### src/rtl/core/plt_pkg.sv
// Shared types and constants for the pinned LRU frame table.
package plt_pkg;

    localparam logic [31:0] FREE_PAGE = 32'hFFFF_FFE9;
    localparam logic [31:0] CLOCK_MAX = 32'hFFFF_FFFF;

    typedef enum logic [2:0] {
        OP_LOOKUP = 3'd0,
        OP_FREE   = 3'd1,
        OP_VICTIM = 3'd2,
        OP_TOUCH  = 3'd3,
        OP_WRITE  = 3'd4
    } op_t;

    typedef enum logic [1:0] {
        ST_IDLE,
        ST_SCAN,
        ST_RESP
    } state_t;

    typedef struct packed {
        logic [2:0]  op;
        logic [31:0] page;
        logic        match_file;
        logic [7:0]  tag;
    } scan_key_t;

    typedef struct packed {
        logic [31:0] page;
        logic [7:0]  file;
        logic [7:0]  pins;
        logic [31:0] stamp;
    } frame_entry_t;

    typedef struct packed {
        logic clear;
        logic eval;
    } scan_ctl_t;

endpackage

### src/rtl/core/pinned_lru_frame_table_unit.sv
// Top level of the pinned LRU frame table: sequencer, access clock and result registers.
//
//  channel  | signals                                              | handshake
//  ---------+------------------------------------------------------+----------------------
//  command  | op, page_id, match_file, file_tag, frame_index,      | start && !busy
//           | pin_value                                            |
//  result   | found, result_frame                                  | done, one cycle
//
// Touch, write and undefined ops: done in the cycle right after accept.
// Lookup, free and victim scans read one frame per cycle from the frame memory
// through a registered read port, and end early on a hit that stops the scan.
// busy rises after accept and stays high through the done cycle; the next word is taken after that.
// Reset clears the valid bits of every frame at once, so no clearing pass runs.
// Results are never stalled: done is high for exactly one cycle.
module pinned_lru_frame_table_unit #(
    parameter int FRAME_COUNT = 16
) (
    input  logic        clk,
    input  logic        rst_n,
    input  logic        start,
    output logic        busy,
    input  logic [2:0]  op,
    input  logic [31:0] page_id,
    input  logic        match_file,
    input  logic [7:0]  file_tag,
    input  logic [3:0]  frame_index,
    input  logic [7:0]  pin_value,
    output logic        done,
    output logic        found,
    output logic [3:0]  result_frame
);
    import plt_pkg::*;

    localparam int AW = (FRAME_COUNT > 1) ? $clog2(FRAME_COUNT) : 1;
    localparam int IW = (AW > 4) ? AW : 4;

    state_t       state_reg;
    state_t       state_next;
    logic [AW:0]  ia_reg;
    logic [AW:0]  ia_next;
    logic         found_reg;
    logic         found_next;
    logic [3:0]   frame_reg;
    logic [3:0]   frame_next;
    logic [31:0]  clock_reg;
    logic [31:0]  clock_next;
    scan_key_t    key_reg;
    scan_key_t    key_next;

    logic          accept;
    logic          idx_ok;
    logic          scan_op;
    logic [IW-1:0] idx_ext;
    logic [AW-1:0] wr_addr;
    logic [31:0]   clock_inc;
    logic          meta_we;
    logic          stamp_we;
    logic          rd_en;
    logic          rd_valid;
    logic [AW-1:0] rd_idx;
    frame_entry_t  rd_entry;
    scan_ctl_t     scan_ctl;
    logic          scan_stop;
    logic          scan_hit;
    logic [AW-1:0] scan_pick;
    logic [IW-1:0] pick_ext;
    logic          scan_end;

    assign accept    = start && (state_reg == ST_IDLE);
    assign idx_ok    = (32'(frame_index) < 32'(FRAME_COUNT));
    assign scan_op   = (op == OP_LOOKUP) || (op == OP_FREE) || (op == OP_VICTIM);
    assign idx_ext   = IW'(frame_index);
    assign wr_addr   = idx_ext[AW-1:0];
    assign clock_inc = (clock_reg == CLOCK_MAX) ? clock_reg : clock_reg + 32'd1;
    assign pick_ext  = IW'(scan_pick);
    assign scan_end  = scan_ctl.eval && (scan_stop || rd_idx == AW'(FRAME_COUNT - 1));

    plt_frame_store #(
        .FRAME_COUNT(FRAME_COUNT),
        .AW(AW)
    ) u_store (
        .clk(clk),
        .rst_n(rst_n),
        .meta_we(meta_we),
        .stamp_we(stamp_we),
        .wr_addr(wr_addr),
        .wr_page(page_id),
        .wr_file(file_tag),
        .wr_pins(pin_value),
        .wr_stamp(clock_inc),
        .rd_en(rd_en),
        .rd_addr(ia_reg[AW-1:0]),
        .rd_valid(rd_valid),
        .rd_idx(rd_idx),
        .rd_entry(rd_entry)
    );

    plt_scan_unit #(
        .AW(AW)
    ) u_scan (
        .clk(clk),
        .rst_n(rst_n),
        .ctl(scan_ctl),
        .key(key_reg),
        .entry(rd_entry),
        .entry_idx(rd_idx),
        .stop(scan_stop),
        .hit(scan_hit),
        .pick(scan_pick)
    );

    // next state
    always_comb
    begin
        state_next = state_reg;
        unique case (state_reg)
            ST_IDLE:
            begin
                if (start)
                begin
                    state_next = scan_op ? ST_SCAN : ST_RESP;
                end
            end
            ST_SCAN:
            begin
                if (scan_end)
                begin
                    state_next = ST_RESP;
                end
            end
            ST_RESP:
            begin
                state_next = ST_IDLE;
            end
            default:
            begin
                state_next = ST_IDLE;
            end
        endcase
    end

    // outputs and datapath control
    always_comb
    begin
        busy           = 1'b1;
        done           = 1'b0;
        meta_we        = 1'b0;
        stamp_we       = 1'b0;
        rd_en          = 1'b0;
        scan_ctl.clear = 1'b0;
        scan_ctl.eval  = 1'b0;
        ia_next        = ia_reg;
        key_next       = key_reg;
        found_next     = found_reg;
        frame_next     = frame_reg;
        clock_next     = clock_reg;
        unique case (state_reg)
            ST_IDLE:
            begin
                busy = 1'b0;
                if (accept)
                begin
                    key_next.op         = op;
                    key_next.page       = page_id;
                    key_next.match_file = match_file;
                    key_next.tag        = file_tag;
                    ia_next             = '0;
                    scan_ctl.clear      = 1'b1;
                    found_next          = 1'b0;
                    frame_next          = 4'd0;
                    if (idx_ok && (op == OP_TOUCH))
                    begin
                        stamp_we   = 1'b1;
                        clock_next = clock_inc;
                        found_next = 1'b1;
                        frame_next = frame_index;
                    end
                    if (idx_ok && (op == OP_WRITE))
                    begin
                        meta_we    = 1'b1;
                        found_next = 1'b1;
                        frame_next = frame_index;
                    end
                end
            end
            ST_SCAN:
            begin
                rd_en         = (ia_reg < (AW + 1)'(FRAME_COUNT));
                scan_ctl.eval = rd_valid;
                if (rd_en)
                begin
                    ia_next = ia_reg + (AW + 1)'(1);
                end
                if (scan_end)
                begin
                    found_next = scan_hit;
                    frame_next = scan_hit ? pick_ext[3:0] : 4'd0;
                end
            end
            ST_RESP:
            begin
                done = 1'b1;
            end
            default:
            begin
            end
        endcase
    end

    always_ff @(posedge clk or negedge rst_n)
    begin
        if (!rst_n)
        begin
            state_reg <= ST_IDLE;
            ia_reg    <= '0;
            found_reg <= 1'b0;
            frame_reg <= 4'd0;
            clock_reg <= 32'd0;
        end
        else
        begin
            state_reg <= state_next;
            ia_reg    <= ia_next;
            found_reg <= found_next;
            frame_reg <= frame_next;
            clock_reg <= clock_next;
        end
    end

    always_ff @(posedge clk)
    begin
        key_reg <= key_next;
    end

    assign found        = found_reg;
    assign result_frame = frame_reg;

    a_done_single: assert property (@(posedge clk) disable iff (!rst_n)
        done |=> !done)
        else $error("done held longer than one cycle");

    a_accept_busy: assert property (@(posedge clk) disable iff (!rst_n)
        (start && !busy) |=> busy)
        else $error("busy not raised after accept");

    a_miss_zero: assert property (@(posedge clk) disable iff (!rst_n)
        (done && !found) |-> (result_frame == 4'd0))
        else $error("miss result carries a nonzero frame");

    a_clock_mono: assert property (@(posedge clk) disable iff (!rst_n)
        ##1 (clock_reg >= $past(clock_reg)))
        else $error("access clock decreased");

endmodule

### src/rtl/core/plt_frame_store.sv
// Frame storage: metadata and stamp memories with per-entry valid bits.
module plt_frame_store #(
    parameter int FRAME_COUNT = 16,
    parameter int AW = 4
) (
    input  logic                  clk,
    input  logic                  rst_n,
    input  logic                  meta_we,
    input  logic                  stamp_we,
    input  logic [AW-1:0]         wr_addr,
    input  logic [31:0]           wr_page,
    input  logic [7:0]            wr_file,
    input  logic [7:0]            wr_pins,
    input  logic [31:0]           wr_stamp,
    input  logic                  rd_en,
    input  logic [AW-1:0]         rd_addr,
    output logic                  rd_valid,
    output logic [AW-1:0]         rd_idx,
    output plt_pkg::frame_entry_t rd_entry
);
    import plt_pkg::*;

    logic [47:0]            meta_mem [FRAME_COUNT];
    logic [31:0]            stamp_mem [FRAME_COUNT];
    logic [FRAME_COUNT-1:0] meta_vld_reg;
    logic [FRAME_COUNT-1:0] stamp_vld_reg;
    logic [47:0]            rd_meta_reg;
    logic [31:0]            rd_stamp_reg;
    logic                   rd_meta_vld_reg;
    logic                   rd_stamp_vld_reg;
    logic                   rd_valid_reg;
    logic [AW-1:0]          rd_idx_reg;

    always_ff @(posedge clk)
    begin
        if (meta_we)
        begin
            meta_mem[wr_addr] <= {wr_page, wr_file, wr_pins};
        end
        if (stamp_we)
        begin
            stamp_mem[wr_addr] <= wr_stamp;
        end
        if (rd_en)
        begin
            rd_meta_reg  <= meta_mem[rd_addr];
            rd_stamp_reg <= stamp_mem[rd_addr];
            rd_idx_reg   <= rd_addr;
        end
    end

    always_ff @(posedge clk or negedge rst_n)
    begin
        if (!rst_n)
        begin
            meta_vld_reg     <= '0;
            stamp_vld_reg    <= '0;
            rd_meta_vld_reg  <= 1'b0;
            rd_stamp_vld_reg <= 1'b0;
            rd_valid_reg     <= 1'b0;
        end
        else
        begin
            if (meta_we)
            begin
                meta_vld_reg[wr_addr] <= 1'b1;
            end
            if (stamp_we)
            begin
                stamp_vld_reg[wr_addr] <= 1'b1;
            end
            rd_valid_reg <= rd_en;
            if (rd_en)
            begin
                rd_meta_vld_reg  <= meta_vld_reg[rd_addr];
                rd_stamp_vld_reg <= stamp_vld_reg[rd_addr];
            end
        end
    end

    assign rd_valid = rd_valid_reg;
    assign rd_idx   = rd_idx_reg;

    // unwritten entries read as the reset contents
    assign rd_entry.page  = rd_meta_vld_reg ? rd_meta_reg[47:16] : FREE_PAGE;
    assign rd_entry.file  = rd_meta_vld_reg ? rd_meta_reg[15:8] : 8'd0;
    assign rd_entry.pins  = rd_meta_vld_reg ? rd_meta_reg[7:0] : 8'd0;
    assign rd_entry.stamp = rd_stamp_vld_reg ? rd_stamp_reg : 32'd0;

endmodule

### src/rtl/core/plt_scan_unit.sv
// Shared compare unit: evaluates one frame per cycle for lookup, free and victim scans.
module plt_scan_unit #(
    parameter int AW = 4
) (
    input  logic                  clk,
    input  logic                  rst_n,
    input  plt_pkg::scan_ctl_t    ctl,
    input  plt_pkg::scan_key_t    key,
    input  plt_pkg::frame_entry_t entry,
    input  logic [AW-1:0]         entry_idx,
    output logic                  stop,
    output logic                  hit,
    output logic [AW-1:0]         pick
);
    import plt_pkg::*;

    logic          hit_reg;
    logic          hit_next;
    logic [AW-1:0] pick_reg;
    logic [AW-1:0] pick_next;
    logic [31:0]   best_reg;
    logic [31:0]   best_next;
    logic          is_free;
    logic          page_eq;
    logic          tag_ok;
    logic          older;

    assign is_free = (entry.page == FREE_PAGE);
    assign page_eq = (entry.page == key.page);
    assign tag_ok  = !key.match_file || (entry.file == key.tag);
    assign older   = (entry.stamp < best_reg);

    always_comb
    begin
        hit_next  = hit_reg;
        pick_next = pick_reg;
        best_next = best_reg;
        stop      = 1'b0;
        if (ctl.clear)
        begin
            hit_next  = 1'b0;
            pick_next = '0;
            best_next = '0;
        end
        else if (ctl.eval)
        begin
            unique case (key.op)
                OP_LOOKUP:
                begin
                    if (!is_free && page_eq && tag_ok)
                    begin
                        hit_next  = 1'b1;
                        pick_next = entry_idx;
                        stop      = 1'b1;
                    end
                end
                OP_FREE:
                begin
                    if (is_free)
                    begin
                        hit_next  = 1'b1;
                        pick_next = entry_idx;
                        stop      = 1'b1;
                    end
                end
                OP_VICTIM:
                begin
                    if (entry.pins == 8'd0)
                    begin
                        priority if (is_free)
                        begin
                            hit_next  = 1'b1;
                            pick_next = entry_idx;
                            stop      = 1'b1;
                        end
                        else if (!hit_reg || older)
                        begin
                            hit_next  = 1'b1;
                            pick_next = entry_idx;
                            best_next = entry.stamp;
                        end
                    end
                end
                default:
                begin
                end
            endcase
        end
    end

    always_ff @(posedge clk or negedge rst_n)
    begin
        if (!rst_n)
        begin
            hit_reg  <= 1'b0;
            pick_reg <= '0;
            best_reg <= '0;
        end
        else
        begin
            hit_reg  <= hit_next;
            pick_reg <= pick_next;
            best_reg <= best_next;
        end
    end

    assign hit  = hit_next;
    assign pick = pick_next;

endmodule
### config.mk
export PLATFORM = sky130hd
export DESIGN_NAME = pinned_lru_frame_table_unit
export DESIGN_NICKNAME = d
export VERILOG_FILES = /design/src/rtl/core/plt_pkg.sv /design/src/rtl/core/pinned_lru_frame_table_unit.sv /design/src/rtl/core/plt_frame_store.sv /design/src/rtl/core/plt_scan_unit.sv
export SDC_FILE = /design/constraint.sdc
export NUM_CORES = 1
export LEC_CHECK = 0
export BUFFER_PORTS_ARGS = -buffer_cell sky130_fd_sc_hd__buf_2
export CORE_AREA = 2 2 368 370
export CTS_CLUSTER_SIZE = 16
export DETAILED_ROUTE_END_ITERATION = 10
export DIE_AREA = 0 0 370 372
export HOLD_SLACK_MARGIN = 0.03
export SETUP_SLACK_MARGIN = 0.3
export SLEW_MARGIN = 10
export SYNTH_ARGS = -nofsm -noshare
export SYNTH_HDL_FRONTEND = slang
export SYNTH_HIERARCHICAL = 1
export SYNTH_SLANG_ARGS = --single-unit
### constraint.sdc
create_clock -name clk -period 18.7 [get_ports clk]
set_clock_uncertainty 0.2 [all_clocks]
set_input_delay 0.935 -clock clk [delete_from_list [all_inputs] [get_ports clk]]
set_output_delay 0.935 -clock clk [all_outputs]
set_load 0.03 [all_outputs]
==> results of run 1 <==
## power by group through the flow
stage	clock network, µW	logic (µW)	registers (µW)
final	2970	1900	4140
after global routing	3170	2040	4160
after CTS	3040	1930	4140
after detailed placement	0	1920	4210
after global placement	0	1900	4210
after floorplan	0	1490	4100
## worst max-delay path: stages (launching register included)
cell and delay (ns):
dfrtp_2 1.13, nand2b_1 0.23, xnor2_1 0.46, nand4_1 0.24, nor4_1 0.68, nand3_1 0.20, o21ai_2 0.32, a32oi_1 0.09
nor3_1 0.20, a41o_1 0.19, nand3_1 0.09, a21oi_1 0.64, a21boi_0 0.29
## layer usage
layer,routed length [µm],share of wire [%]
met5,149,0.11
met3,8017,5.8
met1,58180,42
met2,70410,51
met4,2625,1.9
## layout by cell type (no fill, tap or decap), drive strengths merged, types with 2 or more instances in the layout
cell type  netlist  layout
clkbuf          71     220
inv             37      40
nand2b          32      32
and3             9       9
a211oi           7       7
or4              2       2
clkinv           1      61
bufinv           0       4
xor2            64      64
a21oi           59      59
o211ai           2       2
and4             2       2
nand3b           6       6
or2             35      35
nand4           33      33
and2            51      51
or3              4       4
ha              33      33
mux2            13      13
clkinvlp         0       3
a21o             4       4
nor3            20      20
nor4            13      13
mux2i            6       6
edfxtp        1408    1408
mux4           408     408
a22oi            4       4
dfrtp          116     116
nand2           44      44
o21ai           42      42
buf             65     123
nor3b            2       2
nor2           103     103
nand3           48      48
xnor2           38      38
a41o             2       2
## cells by family (layout without fill, tap and decap cells)
kind of cell	count (synthesis)	after routing	share of synthesized area (%)
DFF	1524	1524	75.70
muxes	427	427	15.74
and+or+nand+nor	409	409	3.670
buffers and inverters	175	451	1.415
AOI/OAI and AO/OA	131	131	1.291
xor gates and xnor gates	102	102	1.497
adders and majority gates	33	33	0.6917
other	0	1	0
## through the flow
step / instance area [µm²] / hold WS, ns
3_5_place_dp: 62280 / 0.2486
5_1_grt: 67260 / 0.1108
4_1_cts: 67210 / 0.05702
3_3_place_gp: 62280 / 0.2458
6_report: 67260 / 0.08299
2_1_floorplan: 59690 / 0.2337
## worst max-delay path by stage
| stage | from | endpoint | slack (ns) | depth (start not counted) |
|---|---|---|---|---|
| floorplan | state_reg[0] | ia_reg[3] | 10.59 | 6 |
| global placement | u_store/rd_meta_vld_reg | state_reg[1] | 13.78 | 12 |
| detailed placement | u_store/rd_meta_vld_reg | state_reg[1] | 13.64 | 12 |
| CTS | u_store/rd_meta_vld_reg | state_reg[1] | 13.64 | 12 |
| global route | u_store/rd_meta_vld_reg | result_frame[0] | 13.35 | 13 |
| finish | u_store/rd_meta_vld_reg | state_reg[1] | 13.61 | 12 |
## cell type report
class                           count  share of cell area [%]
Tap cell                         1781                   3.313
Clock inverter                     70                  0.9357
Sequential cell                  1524                   67.20
Multi-Input combinational cell   1102                   20.77
Inverter                           38                  0.2121
Clock buffer                      220                   6.390
Antenna cell                        1                0.003721
Timing Repair Buffer              123                   1.172
==> metrics, run 1 <==
GRT Max-Usage Layer met2; minimum clock period 5.089 ns; post-CTS setup buffers 0; Worst EP required 19.20 ns; wire length per cell 28.69 µm; Initial DRT Pass Iterations 7; Synth Area per Inst 21.31 µm²; Final Max Tran Viols 0; Yosys reg bits 1524; GRT met1 Usage 27.58%; crit-path max FO 49; htree depth 4; Syn Std Cell Area 0.05969 mm²; port bufs 65; drt total wl 139400 µm; Min-Delay Path Class input pin to asynchronous set/reset pin; power consumption 9006 µW; Root Driver clkbuf_16; Logic pwr share 21.0%; clock slew at reported path FFs 0.06 ns; Pleak 0.02130 µW; reg2reg setup slack 13.61 ns; layout cell share with drive strength beyond 1 27.43%; Max-cap violations 0; R2R cell count 12; CTS buffer count 158; core area 0.1343 mm²; NumNets Final 3039; largest net degree at the start of global routing 123; Synth async-reset ratio 7.612%; Final Non-Filler Cells 4859; ys flop type edfxtp_1; area leader, netlist edfxtp_1; Int Pwr 6555 µW; Cells after Synth 2801; fill cell count 10600; Starting Density 44.45%; DRT iter0 DRCs 2667; Critical Path AT 5.58 ns; Placed Cells 4568; clock sinks 1524; worst-skew pair later-pin latency 0.80 ns; clock share of power 33.0%; DRC 0; Worst Tran Pin Value 1.163 ns; crit path launch type register; count leader, synth edfxtp_1; Total Neg Setup Slack 0 ns; EDFF count, synth 1408; CTS tree built; final hold violation count 0; critical path class register to register; row count 135; pwr dens 133.9 mW/mm²; gpl congestion 0.8124; via count 28430; Synth Warn # 6; Reg power frac 45.9%; Detail Placement HPWL 73750 µm; final setup fails 0; total die area 0.1376 mm²; M2 GR Usage 34.50%; first-pass GRT wire length 204200 µm; setup ws final 13.61 ns; CTS Hold Bufs 0; die span in y 372 µm; die width 370 µm; RSZ-0062 raised after global routing no; CP Capture Type register; Core Util, Final 50.09%; Switching Power 2452 µW; max reg flops 768; ranking of synthesized cells by area edfxtp_1, mux4_2, dfrtp_1; met3 track demand over resource 4.340%; All-Layer GR Usage 20.57%; initial antenna violation count 19; reg2reg start u_store/rd_meta_vld_reg; Area Growth Syn to Fin 12.68%; area occupied by multi-input gates 0.01397 mm²; f_max 196.5 MHz; Rel. slew slack 22.45%; sw frac 27.22%; Routed Antenna Nets 0; Register Area 0.04520 mm²; syn_nets 2893; vias in the first global route 29480; post-synthesis sequential area ratio 75.70%; Tcrit/Tclk final 27.21%; IO Pins 66; R2R Path End state_reg[1]; vias per cell 5.851; synth unique cells 67; worst slack at placement 13.64 ns; GRT Residual Overflow 0; Max Buffers Root-to-Sink 3; Peak VDD IR 0.1243 mV; Post-synth top cells edfxtp_1, mux4_2, dfrtp_1; Yosys top cell area share 70.83%; CTS resizes 0; outcome finished clean
(Power assumes the default switching activity.)
==> run 2: changes to the inputs <==
--- a/config.mk
+++ b/config.mk
@@ -5,11 +5,12 @@
 export SDC_FILE = /design/constraint.sdc
 export NUM_CORES = 1
 export LEC_CHECK = 0
+export ABC_AREA = 1
 export BUFFER_PORTS_ARGS = -buffer_cell sky130_fd_sc_hd__buf_2
-export CORE_AREA = 2 2 368 370
+export CORE_AREA = 2 2 376 378
 export CTS_CLUSTER_SIZE = 16
 export DETAILED_ROUTE_END_ITERATION = 10
-export DIE_AREA = 0 0 370 372
+export DIE_AREA = 0 0 378 380
 export HOLD_SLACK_MARGIN = 0.03
 export SETUP_SLACK_MARGIN = 0.3
 export SLEW_MARGIN = 10
==> constraint.sdc (replaced) <==
create_clock -name clk -period 4.2 [get_ports clk]
set_clock_uncertainty 0.2 [all_clocks]
set_input_delay 0.21 -clock clk [delete_from_list [all_inputs] [get_ports clk]]
set_output_delay 0.21 -clock clk [all_outputs]
set_load 0.03 [all_outputs]
==> run 2 against run 1 <==
Net effect:
- combinational power rose to 6.2 times the previous value
- via count is 40% higher
- wire length is 14% higher
- critical path depth grew 5
- utilization rose by 1.1 points
- non-clock buffer count rose by 120
- clock-buffer cell count fell by 16
- final cell count is 49% higher
- register-to-register slack lost 13 ns
- first-iteration DRC count rose by 45%
- sequential share of layout area down 3.7 points
- global-route usage is 1.5 points higher
- critical path type unchanged
- largest cell class unchanged
- largest power group unchanged
==> metrics, run 2 <==
Reg power frac 42.1% (was 45.9%); syn_nets 5205 (was 2893); gpl congestion 0.8565 (was 0.8124); Int Pwr 29510 µW (was 6555 µW); post-synthesis sequential area ratio 72.23% (was 75.70%); Initial DRT Pass Iterations 6 (was 7); Peak VDD IR 0.4130 mV (was 0.1243 mV); All-Layer GR Usage 22.04% (was 20.57%); minimum clock period 3.589 ns (was 5.089 ns); Synth Warn # 6 (unchanged); Post-synth top cells edfxtp_1, nor2_1, nand2_1 (was edfxtp_1, mux4_2, dfrtp_1); Synth Area per Inst 12.23 µm² (was 21.31 µm²); ys flop type edfxtp_1 (unchanged); Pleak 0.02511 µW (was 0.02130 µW); via count 39660 (was 28430); Rel. slew slack 26.29% (was 22.45%); Total Neg Setup Slack 0 ns (unchanged); Starting Density 44.94% (was 44.45%); final hold violation count 0 (unchanged); DRC 0 (unchanged); outcome finished clean (unchanged); core area 0.1392 mm² (was 0.1343 mm²); final setup fails 0 (unchanged); Root Driver clkbuf_16 (unchanged); area leader, netlist edfxtp_1 (unchanged); vias per cell 5.490 (was 5.851); htree depth 4 (unchanged); row count 137 (was 135); crit path launch type register (unchanged); Final Max Tran Viols 0 (unchanged); RSZ-0062 raised after global routing no (unchanged); NumNets Final 5312 (was 3039); Logic pwr share 26.7% (was 21.0%); synth unique cells 42 (was 67); total die area 0.1436 mm² (was 0.1376 mm²); worst-skew pair later-pin latency 0.80 ns (about the same); ANT cells 0 (was 1); CP Capture Type register (unchanged); IO Pins 66 (unchanged); drt total wl 158700 µm (was 139400 µm); Area Growth Syn to Fin 13.83% (was 12.68%); Worst EP required 4.67 ns (was 19.20 ns); CTS buffer count 160 (was 158); crit-path max FO 22 (was 49); pwr dens 620.2 mW/mm² (was 133.9 mW/mm²); die width 378 µm (was 370 µm); ranking of synthesized cells by area edfxtp_1, nor2_1, dfrtp_1 (was edfxtp_1, mux4_2, dfrtp_1); layout cell share with drive strength beyond 1 10.47% (was 27.43%); Switching Power 14650 µW (was 2452 µW); design area 0.07120 mm² (was 0.06726 mm²); CTS tree built (unchanged); Yosys reg bits 1524 (unchanged); largest net degree at the start of global routing 163 (was 123); Worst Tran Pin Value 1.104 ns (was 1.163 ns); most common cell after layout, fill and taps aside edfxtp_1 (unchanged); count leader, synth edfxtp_1 (unchanged); Yosys top cell area share 67.59% (was 70.83%); Min-Delay Path Class input pin to register (was input pin to asynchronous set/reset pin); Post-DP Area 0.06541 mm² (was 0.06228 mm²); Synth async-reset ratio 7.612% (unchanged); Critical Path AT 4.05 ns (was 5.58 ns); most frequent cells in the layout edfxtp_1, nor2_1, nand2_1 (was edfxtp_1, mux4_2, clkbuf_16); vias in the first global route 38260 (was 29480); reg2reg setup slack 0.61 ns (was 13.61 ns); Final Hold Slack 0.1439 ns (was 0.08299 ns); first-pass GRT wire length 240100 µm (was 204200 µm); Tcrit/Tclk final 85.44% (was 27.21%); clock sinks 1524 (unchanged); critical path class register to register (unchanged); f_max 278.7 MHz (was 196.5 MHz); Core Util, Final 51.16% (was 50.09%); power consumption 44160 µW (was 9006 µW); DRT iter0 DRCs 3874 (was 2667); GRT Residual Overflow 0 (unchanged); clock slew at reported path FFs 0.06 ns (about the same); die span in y 380 µm (was 372 µm); Cells after Synth 5113 (was 2801); sw frac 33.18% (was 27.22%); clock share of power 31.2% (was 33.0%); Max Buffers Root-to-Sink 3 (unchanged); Detail Placement HPWL 83520 µm (was 73750 µm); EDFF count, synth 1408 (unchanged); port bufs 65 (unchanged); Routed Antenna Nets 0 (unchanged); max reg flops 768 (unchanged); wire length per cell 21.97 µm (was 28.69 µm); Max-cap violations 0 (unchanged); Syn Std Cell Area 0.06255 mm² (was 0.05969 mm²); initial antenna violation count 5 (was 19)
==> run 2: worst max-delay path, cell delays in order (launching register included) <==
cell,delay (ns)
dfrtp_1,0.81
buf_4,0.31
nand2_1,0.06
inv_1,0.08
ha_1,0.25
nand2_1,0.08
inv_1,0.06
nand3_1,0.07
a31oi_1,0.08
nor2_1,0.10
nand2_1,0.09
nand2_1,0.07
nand2_1,0.10
nand2_2,0.10
nand4_4,0.10
nand2_2,0.47
buf_4,0.34
o21ai_2,0.07
==> run 2: final timing paths <==
kind                                     startpoint                 endpoint  depth (start not counted)
max in group asynchronous                     rst_n                ia_reg[1]                          4
min in group asynchronous                     rst_n            clock_reg[20]                          4
max reg2reg                u_store/rd_stamp_vld_reg      u_scan/best_reg[31]                         17
min reg2reg                 u_store/meta_vld_reg[3]  u_store/meta_vld_reg[3]                          1
max                        u_store/rd_stamp_vld_reg      u_scan/best_reg[31]                         17
min                                  frame_index[2]          result_frame[2]                          4
==> run 2: repair_timing <==
item	CTS	global route
hold endpoints to repair	1083	0
hold buffers	64	0
setup endpoints to repair	0	4
setup buffers	0	0
resized for setup	0	1
==> run 2: power by group through the flow <==
| stage | sequential (µW) | combinational [µW] | clock, µW |
|---|---|---|---|
| 2_1_floorplan | 18500 | 8550 | 0 |
| 3_3_place_gp | 18900 | 11600 | 0 |
| 3_5_place_dp | 18900 | 11700 | 0 |
| 4_1_cts | 18600 | 11800 | 14000 |
| 5_1_grt | 18700 | 13200 | 14600 |
| 6_report | 18600 | 11800 | 13800 |
==> run 2: layout make-up <==
class / count / area, µm²
multi-input cells: 3083 / 15310
well taps: 1876 / 2347
inverters: 208 / 817.0
clock buffers: 204 / 4222
flip-flops and latches: 1524 / 45200
clock inverters: 87 / 909.6
fillers: 11900 / 67990
repair buffers: 243 / 2396
==> run 2: metal layers <==
| layer | track usage (%) | part of all wire, % | vias to the layer above |
|---|---|---|---|
| li1 | - | - | 18470 |
| met1 | 31.05 | 44 | 19800 |
| met2 | 35.94 | 48 | 1165 |
| met3 | 2.843 | 5.2 | 224 |
| met4 | 6.286 | 2.3 | 0 |
| met5 | 0 | 0 | - |
==> run 2: logic make-up (layout without fill, tap and decap cells) <==
logic type / after synthesis / count (layout) / share of synthesized area (%)
compound gates: 1067 / 1067 / 10.09
xor+xnor: 32 / 32 / 0.4481
fa+ha+maj: 33 / 33 / 0.6601
buf+inv: 506 / 742 / 3.690
flops: 1524 / 1524 / 72.23
simple gates: 1951 / 1951 / 12.88
==> run 2: per-stage QoR <==
step           setup slack (ns)  instances
5_1_grt                  0.3745       7225
2_1_floorplan           -0.2101       5113
4_1_cts                  0.6325       7225
3_3_place_gp             0.6823       6870
6_report                 0.6114       7225
3_5_place_dp             0.6560       6870
